## src/blhi_pkg.sv

```systemverilog
// Package: register codes, widths and constants of the battery level indicator
`timescale 1ns / 1ps

package blhi_pkg;

    localparam int SAMPLE_W  = 8;
    localparam int LEVEL_W   = 3;
    localparam int BRIGHT_W  = 7;
    localparam int CFG_IDX_W = 3;
    localparam int CFG_DATA_W = 8;
    localparam int NUM_LEDS  = 4;
    localparam int NUM_THR   = 5;

    localparam logic [BRIGHT_W-1:0] BRIGHT_MAX = 7'd100;

    localparam logic [LEVEL_W-1:0] LEVEL_LOW  = 3'd0;
    localparam logic [LEVEL_W-1:0] LEVEL_QUARTER = 3'd1;
    localparam logic [LEVEL_W-1:0] LEVEL_HALF = 3'd2;
    localparam logic [LEVEL_W-1:0] LEVEL_THREE_QUARTER = 3'd3;
    localparam logic [LEVEL_W-1:0] LEVEL_FULL = 3'd4;
    localparam logic [LEVEL_W-1:0] LEVEL_OVER = 3'd5;

    // Configuration register indexes
    localparam logic [CFG_IDX_W-1:0] REG_THRESH_OVER          = 3'd0;
    localparam logic [CFG_IDX_W-1:0] REG_THRESH_FULL          = 3'd1;
    localparam logic [CFG_IDX_W-1:0] REG_THRESH_THREE_QUARTER = 3'd2;
    localparam logic [CFG_IDX_W-1:0] REG_THRESH_HALF          = 3'd3;
    localparam logic [CFG_IDX_W-1:0] REG_THRESH_QUARTER       = 3'd4;
    localparam logic [CFG_IDX_W-1:0] REG_HYSTERESIS           = 3'd5;
    localparam logic [CFG_IDX_W-1:0] REG_BAR_MODE             = 3'd6;
    localparam logic [CFG_IDX_W-1:0] REG_FADE_ENABLE          = 3'd7;

    // Register reset values
    localparam logic [SAMPLE_W-1:0] RST_THRESH_OVER          = 8'd210;
    localparam logic [SAMPLE_W-1:0] RST_THRESH_FULL          = 8'd195;
    localparam logic [SAMPLE_W-1:0] RST_THRESH_THREE_QUARTER = 8'd185;
    localparam logic [SAMPLE_W-1:0] RST_THRESH_HALF          = 8'd175;
    localparam logic [SAMPLE_W-1:0] RST_THRESH_QUARTER       = 8'd160;
    localparam logic [SAMPLE_W-1:0] RST_HYSTERESIS           = 8'd10;
    localparam logic                RST_BAR_MODE             = 1'b1;
    localparam logic                RST_FADE_ENABLE          = 1'b0;

    typedef logic [BRIGHT_W-1:0] bright_t;

endpackage

```

## src/blhi_if.sv

```systemverilog
// Stream interfaces for the sample and result channels
`timescale 1ns / 1ps

interface blhi_sample_if;
    logic                         valid;
    logic                         ready;
    logic [blhi_pkg::SAMPLE_W-1:0] adc_sample;

    modport source (output valid, output adc_sample, input ready);
    modport sink   (input valid, input adc_sample, output ready);
endinterface

interface blhi_result_if;
    logic                          valid;
    logic                          ready;
    logic [blhi_pkg::LEVEL_W-1:0]  level;
    logic [blhi_pkg::BRIGHT_W-1:0] led_one_level;
    logic [blhi_pkg::BRIGHT_W-1:0] led_two_level;
    logic [blhi_pkg::BRIGHT_W-1:0] led_three_level;
    logic [blhi_pkg::BRIGHT_W-1:0] led_four_level;

    modport source (output valid, output level, output led_one_level, output led_two_level,
                    output led_three_level, output led_four_level, input ready);
    modport sink   (input valid, input level, input led_one_level, input led_two_level,
                    input led_three_level, input led_four_level, output ready);
endinterface

```

## src/battery_level_hysteresis_indicator.sv

```systemverilog
// Top level: battery level detector with hysteresis and LED brightness drive
// Path: an accepted sample beat is held in the input register, and its result in the result register, which offers it.
// Throughput: one sample per cycle while the result channel is ready; the input register
// advances when it is empty or the result register advances, which it does when empty or drained.
// Reset: configuration returns to its defaults, level to over-full, the sample
// counter and all LED brightnesses to zero, and both stages empty.
`timescale 1ns / 1ps

module battery_level_hysteresis_indicator
(
    input  logic                            clk,
    input  logic                            rst_n,
    input  logic                            cfg_we,
    input  logic [blhi_pkg::CFG_IDX_W-1:0]  cfg_index,
    input  logic [blhi_pkg::CFG_DATA_W-1:0] cfg_data,
    blhi_sample_if.sink                     in_ch,
    blhi_result_if.source                   out_ch
);
    import blhi_pkg::*;

    // Configuration registers
    logic [SAMPLE_W-1:0] thresh_over_reg;
    logic [SAMPLE_W-1:0] thresh_full_reg;
    logic [SAMPLE_W-1:0] thresh_three_quarter_reg;
    logic [SAMPLE_W-1:0] thresh_half_reg;
    logic [SAMPLE_W-1:0] thresh_quarter_reg;
    logic [SAMPLE_W-1:0] hysteresis_reg;
    logic                bar_mode_reg;
    logic                fade_enable_reg;

    // Input stage
    logic                s1_valid_reg;
    logic [SAMPLE_W-1:0] s1_sample_reg;

    // Block state
    logic [LEVEL_W-1:0]  charge_level_reg;
    logic [LEVEL_W-1:0]  charge_level_next;
    logic [7:0]          blink_count_reg;
    bright_t             led_reg [NUM_LEDS];
    bright_t             led_next [NUM_LEDS];

    // Result stage
    logic                out_valid_reg;
    logic [LEVEL_W-1:0]  out_level_reg;
    bright_t             out_led_reg [NUM_LEDS];

    logic                s2_advance;
    logic                s1_advance;
    logic                step;
    logic [SAMPLE_W-1:0] thr [NUM_THR];
    logic [NUM_LEDS-1:0] led_on;
    logic                blink;

    assign s2_advance  = !out_valid_reg || out_ch.ready;
    assign step        = s1_valid_reg && s2_advance;
    assign s1_advance  = !s1_valid_reg || s2_advance;
    assign in_ch.ready = s1_advance;

    // Write configuration registers
    always_ff @(posedge clk or negedge rst_n)
    begin
        if (!rst_n)
        begin
            thresh_over_reg          <= RST_THRESH_OVER;
            thresh_full_reg          <= RST_THRESH_FULL;
            thresh_three_quarter_reg <= RST_THRESH_THREE_QUARTER;
            thresh_half_reg          <= RST_THRESH_HALF;
            thresh_quarter_reg       <= RST_THRESH_QUARTER;
            hysteresis_reg           <= RST_HYSTERESIS;
            bar_mode_reg             <= RST_BAR_MODE;
            fade_enable_reg          <= RST_FADE_ENABLE;
        end
        else if (cfg_we)
        begin
            unique case (cfg_index)
                REG_THRESH_OVER:          thresh_over_reg          <= cfg_data;
                REG_THRESH_FULL:          thresh_full_reg          <= cfg_data;
                REG_THRESH_THREE_QUARTER: thresh_three_quarter_reg <= cfg_data;
                REG_THRESH_HALF:          thresh_half_reg          <= cfg_data;
                REG_THRESH_QUARTER:       thresh_quarter_reg       <= cfg_data;
                REG_HYSTERESIS:           hysteresis_reg           <= cfg_data;
                REG_BAR_MODE:             bar_mode_reg             <= cfg_data[0];
                REG_FADE_ENABLE:          fade_enable_reg          <= cfg_data[0];
            endcase
        end
    end

    // Capture the sample beat
    always_ff @(posedge clk or negedge rst_n)
    begin
        if (!rst_n)
        begin
            s1_valid_reg <= 1'b0;
        end
        else if (s1_advance)
        begin
            s1_valid_reg <= in_ch.valid;
        end
    end

    always_ff @(posedge clk)
    begin
        if (s1_advance && in_ch.valid)
        begin
            s1_sample_reg <= in_ch.adc_sample;
        end
    end

    // Order thresholds from the bottom level up
    assign thr[0] = thresh_quarter_reg;
    assign thr[1] = thresh_half_reg;
    assign thr[2] = thresh_three_quarter_reg;
    assign thr[3] = thresh_full_reg;
    assign thr[4] = thresh_over_reg;

    // Run falling checks top down, then rising checks bottom up
    always_comb
    begin
        logic [LEVEL_W-1:0]  lvl;
        logic [SAMPLE_W:0]   rise;
        lvl = charge_level_reg;
        for (int k = NUM_THR - 1; k >= 0; k--)
        begin
            if (lvl == LEVEL_W'(k + 1) && s1_sample_reg <= thr[k])
            begin
                lvl = LEVEL_W'(k);
            end
        end
        for (int k = 0; k < NUM_THR; k++)
        begin
            rise = {1'b0, thr[k]} + {1'b0, hysteresis_reg};
            if (lvl == LEVEL_W'(k) && {1'b0, s1_sample_reg} >= rise)
            begin
                lvl = LEVEL_W'(k + 1);
            end
        end
        charge_level_next = lvl;
    end

    // Decide which LEDs are lit for the new level
    assign blink = blink_count_reg[7];

    always_comb
    begin
        led_on[0] = (charge_level_next == LEVEL_LOW) ? blink :
                    (bar_mode_reg ? (charge_level_next >= LEVEL_QUARTER)
                                  : (charge_level_next == LEVEL_QUARTER));
        led_on[1] = bar_mode_reg ? (charge_level_next >= LEVEL_HALF)
                                 : (charge_level_next == LEVEL_HALF);
        led_on[2] = bar_mode_reg ? (charge_level_next >= LEVEL_THREE_QUARTER)
                                 : (charge_level_next == LEVEL_THREE_QUARTER);
        led_on[3] = (charge_level_next == LEVEL_OVER) ? blink
                                                      : (charge_level_next == LEVEL_FULL);
    end

    // Switch or fade each LED, saturating at both ends
    always_comb
    begin
        for (int i = 0; i < NUM_LEDS; i++)
        begin
            if (!fade_enable_reg)
            begin
                led_next[i] = led_on[i] ? BRIGHT_MAX : '0;
            end
            else if (led_on[i])
            begin
                led_next[i] = (led_reg[i] < BRIGHT_MAX) ? led_reg[i] + 1'b1 : led_reg[i];
            end
            else
            begin
                led_next[i] = (led_reg[i] != '0) ? led_reg[i] - 1'b1 : '0;
            end
        end
    end

    // Advance block state once per processed sample
    always_ff @(posedge clk or negedge rst_n)
    begin
        if (!rst_n)
        begin
            charge_level_reg <= LEVEL_OVER;
            blink_count_reg  <= '0;
            for (int i = 0; i < NUM_LEDS; i++)
            begin
                led_reg[i] <= '0;
            end
        end
        else if (step)
        begin
            charge_level_reg <= charge_level_next;
            blink_count_reg  <= blink_count_reg + 1'b1;
            for (int i = 0; i < NUM_LEDS; i++)
            begin
                led_reg[i] <= led_next[i];
            end
        end
    end

    // Hold the result beat until it is taken
    always_ff @(posedge clk or negedge rst_n)
    begin
        if (!rst_n)
        begin
            out_valid_reg <= 1'b0;
        end
        else if (s2_advance)
        begin
            out_valid_reg <= s1_valid_reg;
        end
    end

    always_ff @(posedge clk)
    begin
        if (step)
        begin
            out_level_reg <= charge_level_next;
            for (int i = 0; i < NUM_LEDS; i++)
            begin
                out_led_reg[i] <= led_next[i];
            end
        end
    end

    assign out_ch.valid           = out_valid_reg;
    assign out_ch.level           = out_level_reg;
    assign out_ch.led_one_level   = out_led_reg[0];
    assign out_ch.led_two_level   = out_led_reg[1];
    assign out_ch.led_three_level = out_led_reg[2];
    assign out_ch.led_four_level  = out_led_reg[3];

endmodule

```

## src/flat_wrapper.sv

```systemverilog
// flat-port wrapper written by rule: the top's interface ports become plain ports
module battery_level_hysteresis_indicator_flat import blhi_pkg::*;
  (clk, rst_n, cfg_we, cfg_index, cfg_data, in_ch_valid, in_ch_adc_sample, in_ch_ready, out_ch_valid, out_ch_level, out_ch_led_one_level, out_ch_led_two_level, out_ch_led_three_level, out_ch_led_four_level, out_ch_ready);
  blhi_sample_if in_ch_i ();
  blhi_result_if out_ch_i ();
  input  logic clk;
  input  logic rst_n;
  input  logic cfg_we;
  input  logic [blhi_pkg::CFG_IDX_W-1:0] cfg_index;
  input  logic [blhi_pkg::CFG_DATA_W-1:0] cfg_data;
  input wire logic [$bits(in_ch_i.valid)-1:0] in_ch_valid;
  input wire logic [$bits(in_ch_i.adc_sample)-1:0] in_ch_adc_sample;
  output wire logic [$bits(in_ch_i.ready)-1:0] in_ch_ready;
  output wire logic [$bits(out_ch_i.valid)-1:0] out_ch_valid;
  output wire logic [$bits(out_ch_i.level)-1:0] out_ch_level;
  output wire logic [$bits(out_ch_i.led_one_level)-1:0] out_ch_led_one_level;
  output wire logic [$bits(out_ch_i.led_two_level)-1:0] out_ch_led_two_level;
  output wire logic [$bits(out_ch_i.led_three_level)-1:0] out_ch_led_three_level;
  output wire logic [$bits(out_ch_i.led_four_level)-1:0] out_ch_led_four_level;
  input wire logic [$bits(out_ch_i.ready)-1:0] out_ch_ready;
  assign in_ch_i.valid = in_ch_valid;
  assign in_ch_i.adc_sample = in_ch_adc_sample;
  assign in_ch_ready = in_ch_i.ready;
  assign out_ch_valid = out_ch_i.valid;
  assign out_ch_level = out_ch_i.level;
  assign out_ch_led_one_level = out_ch_i.led_one_level;
  assign out_ch_led_two_level = out_ch_i.led_two_level;
  assign out_ch_led_three_level = out_ch_i.led_three_level;
  assign out_ch_led_four_level = out_ch_i.led_four_level;
  assign out_ch_i.ready = out_ch_ready;
  battery_level_hysteresis_indicator u_core (.clk(clk), .rst_n(rst_n), .cfg_we(cfg_we), .cfg_index(cfg_index), .cfg_data(cfg_data), .in_ch(in_ch_i), .out_ch(out_ch_i));
endmodule
```

## config.mk

```make
export PLATFORM = sky130hd
export DESIGN_NAME = battery_level_hysteresis_indicator_flat
export DESIGN_NICKNAME = d
export VERILOG_FILES = /design/src/blhi_pkg.sv /design/src/blhi_if.sv /design/src/battery_level_hysteresis_indicator.sv /design/src/flat_wrapper.sv
export SDC_FILE = /design/constraint.sdc
export NUM_CORES = 1
export LEC_CHECK = 0
export BUFFER_PORTS_ARGS = -buffer_cell sky130_fd_sc_hd__buf_2
export CAP_MARGIN = 20
export CELL_PAD_IN_SITES_DETAIL_PLACEMENT = 1
export CELL_PAD_IN_SITES_GLOBAL_PLACEMENT = 2
export CORE_ASPECT_RATIO = 0.5
export CORE_MARGIN = 2
export CORE_UTILIZATION = 43
export CTS_CLUSTER_SIZE = 40
export DETAILED_ROUTE_END_ITERATION = 16
export GPL_ROUTABILITY_DRIVEN = 0
export PLACE_DENSITY_LB_ADDON = 0.1
export SYNTH_ARGS = -nofsm -noshare
export SYNTH_HDL_FRONTEND = slang
export SYNTH_SLANG_ARGS = --single-unit
```

## constraint.sdc

```tcl
create_clock -name clk -period 12.16 [get_ports clk]
set_input_delay 3.04 -clock clk [delete_from_list [all_inputs] [get_ports clk]]
set_output_delay 3.04 -clock clk [all_outputs]
set_load 0.05 [all_outputs]
```

After elaboration in Yosys (flattened, before gate mapping)
Memory sizes are Yosys's and may differ from the RTL's.
Cells that the tools add are included.
- input port bits: 24
- word-level logic and storage cells: 139
- output and inout port bits: 33
- memories kept: 1
- flip-flop bits (word level): 102
- RAM bits: 28
- memories (name ; depth ; width ; rd ports ; clocked after memory_dff ; write ports ; line ; text):
    u_core.out_led_reg ; 4 ; 7 ; 4 ; 0 ; 4 ; battery_level_hysteresis_indicator.sv:45 ; bright_t out_led_reg [NUM_LEDS];
- multiplexer cells: 37
- reductions and logical operators: 31
- add/subtract/negate cells: 14
- equal/unequal tests: 21
- $lt $le $gt $ge: 17
- operators by type and width (kind ; number):
    two-way mux 7 bit ; 20
    adder 8 x 8 -> 9 bit ; 5
    >= comparator 8 x 9 -> 1 bit ; 5
    <= comparator 8 bit ; 5
    two-way mux 3 bit ; 10
    adder 7 x 1 -> 7 bit, second input constant ; 4
    < comparator 7 bit, second input constant ; 4
    nonzero test 7 bit ; 4
    subtractor 7 x 1 -> 7 bit, second input constant ; 4
    equality test 3 bit, second input constant ; 9
    equality test 3 x 2 -> 1 bit, second input constant ; 8
    AND reduction 2 bit ; 8
    equality test 3 x 1 -> 1 bit, second input constant ; 4
    logical AND 1 bit ; 12
    zero test 3 bit ; 3
    adder 8 x 1 -> 8 bit, second input constant ; 1
    two-way mux 1 bit ; 7
    >= comparator 3 x 2 -> 1 bit, second input constant ; 2
    >= comparator 3 x 1 -> 1 bit, second input constant ; 1
    zero test 1 bit ; 2
    logical OR 1 bit ; 2

Longest topological paths before layout
- depth in word-level cells: 35
- gate-level depth with buffers: 21
- gate-level depth less buffers: 20

Worst setup path after synthesis
Ideal clock, no wire load.
- kind: in2out
- start: input out_ch_ready
- end: output in_ch_ready
- setup slack: 5597 ps
- stages: 1
- buffers on the path: 0
- required time: 9120 ps
- arrival time: 3523 ps
- path through: nand3b_1
- longest elaborated chain between the ends: 2
- RTL lines (what ; line ; text):
    start, declared ; flat_wrapper.sv:20 ; input wire logic [$bits(out_ch_i.ready)-1:0] out_ch_ready;
    logical OR 1 bit ; battery_level_hysteresis_indicator.sv:54 ; assign s2_advance = !out_valid_reg || out_ch.ready;
    logical OR 1 bit ; battery_level_hysteresis_indicator.sv:56 ; assign s1_advance = !s1_valid_reg || s2_advance;
    end, declared ; flat_wrapper.sv:13 ; output wire logic [$bits(in_ch_i.ready)-1:0] in_ch_ready;
No other way between the ends.

Final worst setup path
Same ends and word-level chain as after synthesis.

==> metrics.txt <==
status=complete, no violations; Crit Path Class=in2out; PD cells=269 mW/mm2; largest fanout on the critical path=3; Hold Vio Cnt, Final=0; clk_skew=0.0134 ns; Mapped Area=0.00993 mm2; # port buffers=56; Leakage=4.88 nW; DR pass1 iterations=4; Cell Area, Placed=0.0105 mm2; CTS Buffer Depth=2; Ys Warns=0; ys flop type=dfrtp_1; max_cap viols=0; CTS clk-pin slew, worst paths=0.06 ns; vias in the first global route=8796; Arr. time, crit path=3.55 ns; flop2flop setup slack=6.61 ns; Slew @ Worst Pin=0.722 ns; drt via density=5.69; Post-DP HPWL=20500 um; area leader, netlist=dfrtp_1; synthesis-to-layout area growth=12.1%; final-report max-slew violation count=0; initial antenna violation count=0; setup TNS=0 ns; critical path endpoint category=output port; Seq. cell area=0.00348 mm2; Die Y=111 um; final setup vio count=0; hold_buf cts=0; met3 Use GR=0.0514; GR Util met2=0.420; hold path depth=1; die footprint=0.0244 mm2; Post-DRT Antenna Nets=0; setup bufs post-CTS=0; Peak VDD IR=0.106 mV; via count=8161; min cycle time layout=6.59 ns; post-CTS resize count=0; clk root buf=clkbuf_16; Max Fclk=152 MHz; Hold Path Sink=u_core.blink_count_reg[6]; GRT Resource Usage Total=0.241; fraction of layout cells with a size suffix above 1=0.159; commonest non-fill, non-tap cell in the layout=ha_1; area of the multi-input gates=0.00601 mm2; total I/O pin count=57; top cells by area, synth=dfrtp_1 16%, ha_1 16%, edfxtp_1 12%, dfstp_2 6.9%, a21oi_1 3.8%; Hold Crit Class=reg2reg; Residual DRC=0; total wire length=27800 um; Rows=39; # clock sinks=130; final net count=1273; Synth cell types=74; initial drt markers=321; TritonCTS Buffers=17; Hold Startpoint=u_core.blink_count_reg[6]; Worst-Skew Late Latency=0.44 ns; most frequent cells in the layout=129 x ha_1, 101 x nand2_1, 79 x inv_1; Critical Path RT=9.12 ns; pin count of the biggest net entering global routing=48; busiest grt layer=met2; fraction of registers with async set/reset=0.700; met1 GRT Util=0.307; total grt overflow=0; crit share post-route=0.542; TritonCTS clock tree=built; Cells after Synth=1063; FF-to-FF Start=u_core.hysteresis_reg[1]; CP Launch Type=primary input; first-pass GRT wire length=45900 um; Net Count, Synth=1221; H-tree levels=4; relative slew slack=0.518; chip width=219 um; design area=0.0111 mm2; reg2reg path depth=18; synthesized flop and latch total=130; RSZ-0062 raised after global routing=no; RR Endpoint=u_core.led_reg[5]; drt wl/cell=19.3 um; core area=0.0227 mm2; number of enable flip-flop cells after synthesis=39; # diodes=0; Initial Util=0.437; syn avg cell area=9.34 um2; Filler cells=2624; register area share after synthesis=0.351; Synth top area share=0.164
[metal layers]
layer / wire length, um / part of all wire / up-vias
met5: 0 / 0 / -
met2: 13700 / 0.49 / 74
li1: - / - / 3967
met1: 12900 / 0.46 / 4096
met3: 822 / 0.030 / 24
met4: 360 / 0.013 / 0
[final cells by class]
class / instances / share of cell area
clock buffer: 21 / 0.0414
clock inverter: 11 / 0.0116
inverter: 81 / 0.0273
multi-input combinational: 818 / 0.540
sequential: 130 / 0.313
tap: 307 / 0.0345
timing repair buffer: 67 / 0.0328
[metrics by stage]
stage,hold WS [ns],cells,total power [mW],util,setup WS (ns)
final,0.468,1435,2.99,0.490,5.57
after global routing,0.497,1435,3.25,0.490,5.55
after CTS,0.473,1434,3.02,0.489,5.57
after detailed placement,0.462,1402,2.48,0.463,5.57
after global placement,0.456,1402,2.40,0.463,5.59
after floorplan,0.442,1063,2.06,-,5.60
[cells by family after synthesis]
| family | synth area share |
|---|---|
| multiplexers | 0.0488 |
| AND/OR/NAND/NOR | 0.143 |
| buffers and inverters | 0.0442 |
| flip-flops | 0.351 |
| AO/OA/AOI/OAI | 0.193 |
| adder cells (fa/ha/maj) | 0.173 |
| XOR/XNOR | 0.0476 |
[how the worst max path moves through the flow]
stage                   to         start  slack, ns
2_1_floorplan  in_ch_ready  out_ch_ready       5.60
3_3_place_gp   in_ch_ready  out_ch_ready       5.59
3_5_place_dp   in_ch_ready  out_ch_ready       5.57
4_1_cts        in_ch_ready  out_ch_ready       5.57
5_1_grt        in_ch_ready  out_ch_ready       5.55
6_report       in_ch_ready  out_ch_ready       5.57
[Yosys cell counts (4+ instances only)]
library cell and count:
a21boi_0 4, o21bai_1 16, o21ai_0 64, dfstp_2 26, nand4_1 15, fa_1 5, and2_1 7, a21oi_1 76
nor2_1 59, xor2_1 14, o211ai_1 13, o21a_1 9, a211oi_1 11, nand2b_1 13, and3_1 5, nand3b_1 5
inv_1 80, ha_1 129, edfxtp_1 39, nand2_1 101, mux2_2 31, nor3b_1 8, clkbuf_1 31, o22ai_1 5
a21o_1 24, o21ai_1 11, or2_2 4, nor2b_1 7, mux2i_1 11, a31oi_1 10, or3_1 6, a211o_1 7
xnor2_1 40, nor3_1 30, dfrtp_1 65, o31ai_1 6, nand3_1 17
[power by group]
group / total [mW] / switching [mW] / leakage (nW) / internal [mW]
registers: 0.804 / 0.164 / 1.46 / 0.640
logic: 1.66 / 1.01 / 3.14 / 0.659
clock network: 0.524 / 0.210 / 0.284 / 0.314
total: 2.99 / 1.38 / 4.88 / 1.61
[critical path, cell delays in order]
cell and delay, ns:
buf_2 0.10, nand3b_1 0.18, buf_2 0.23
No activity file was read; power rests on OpenSTA's default activity.
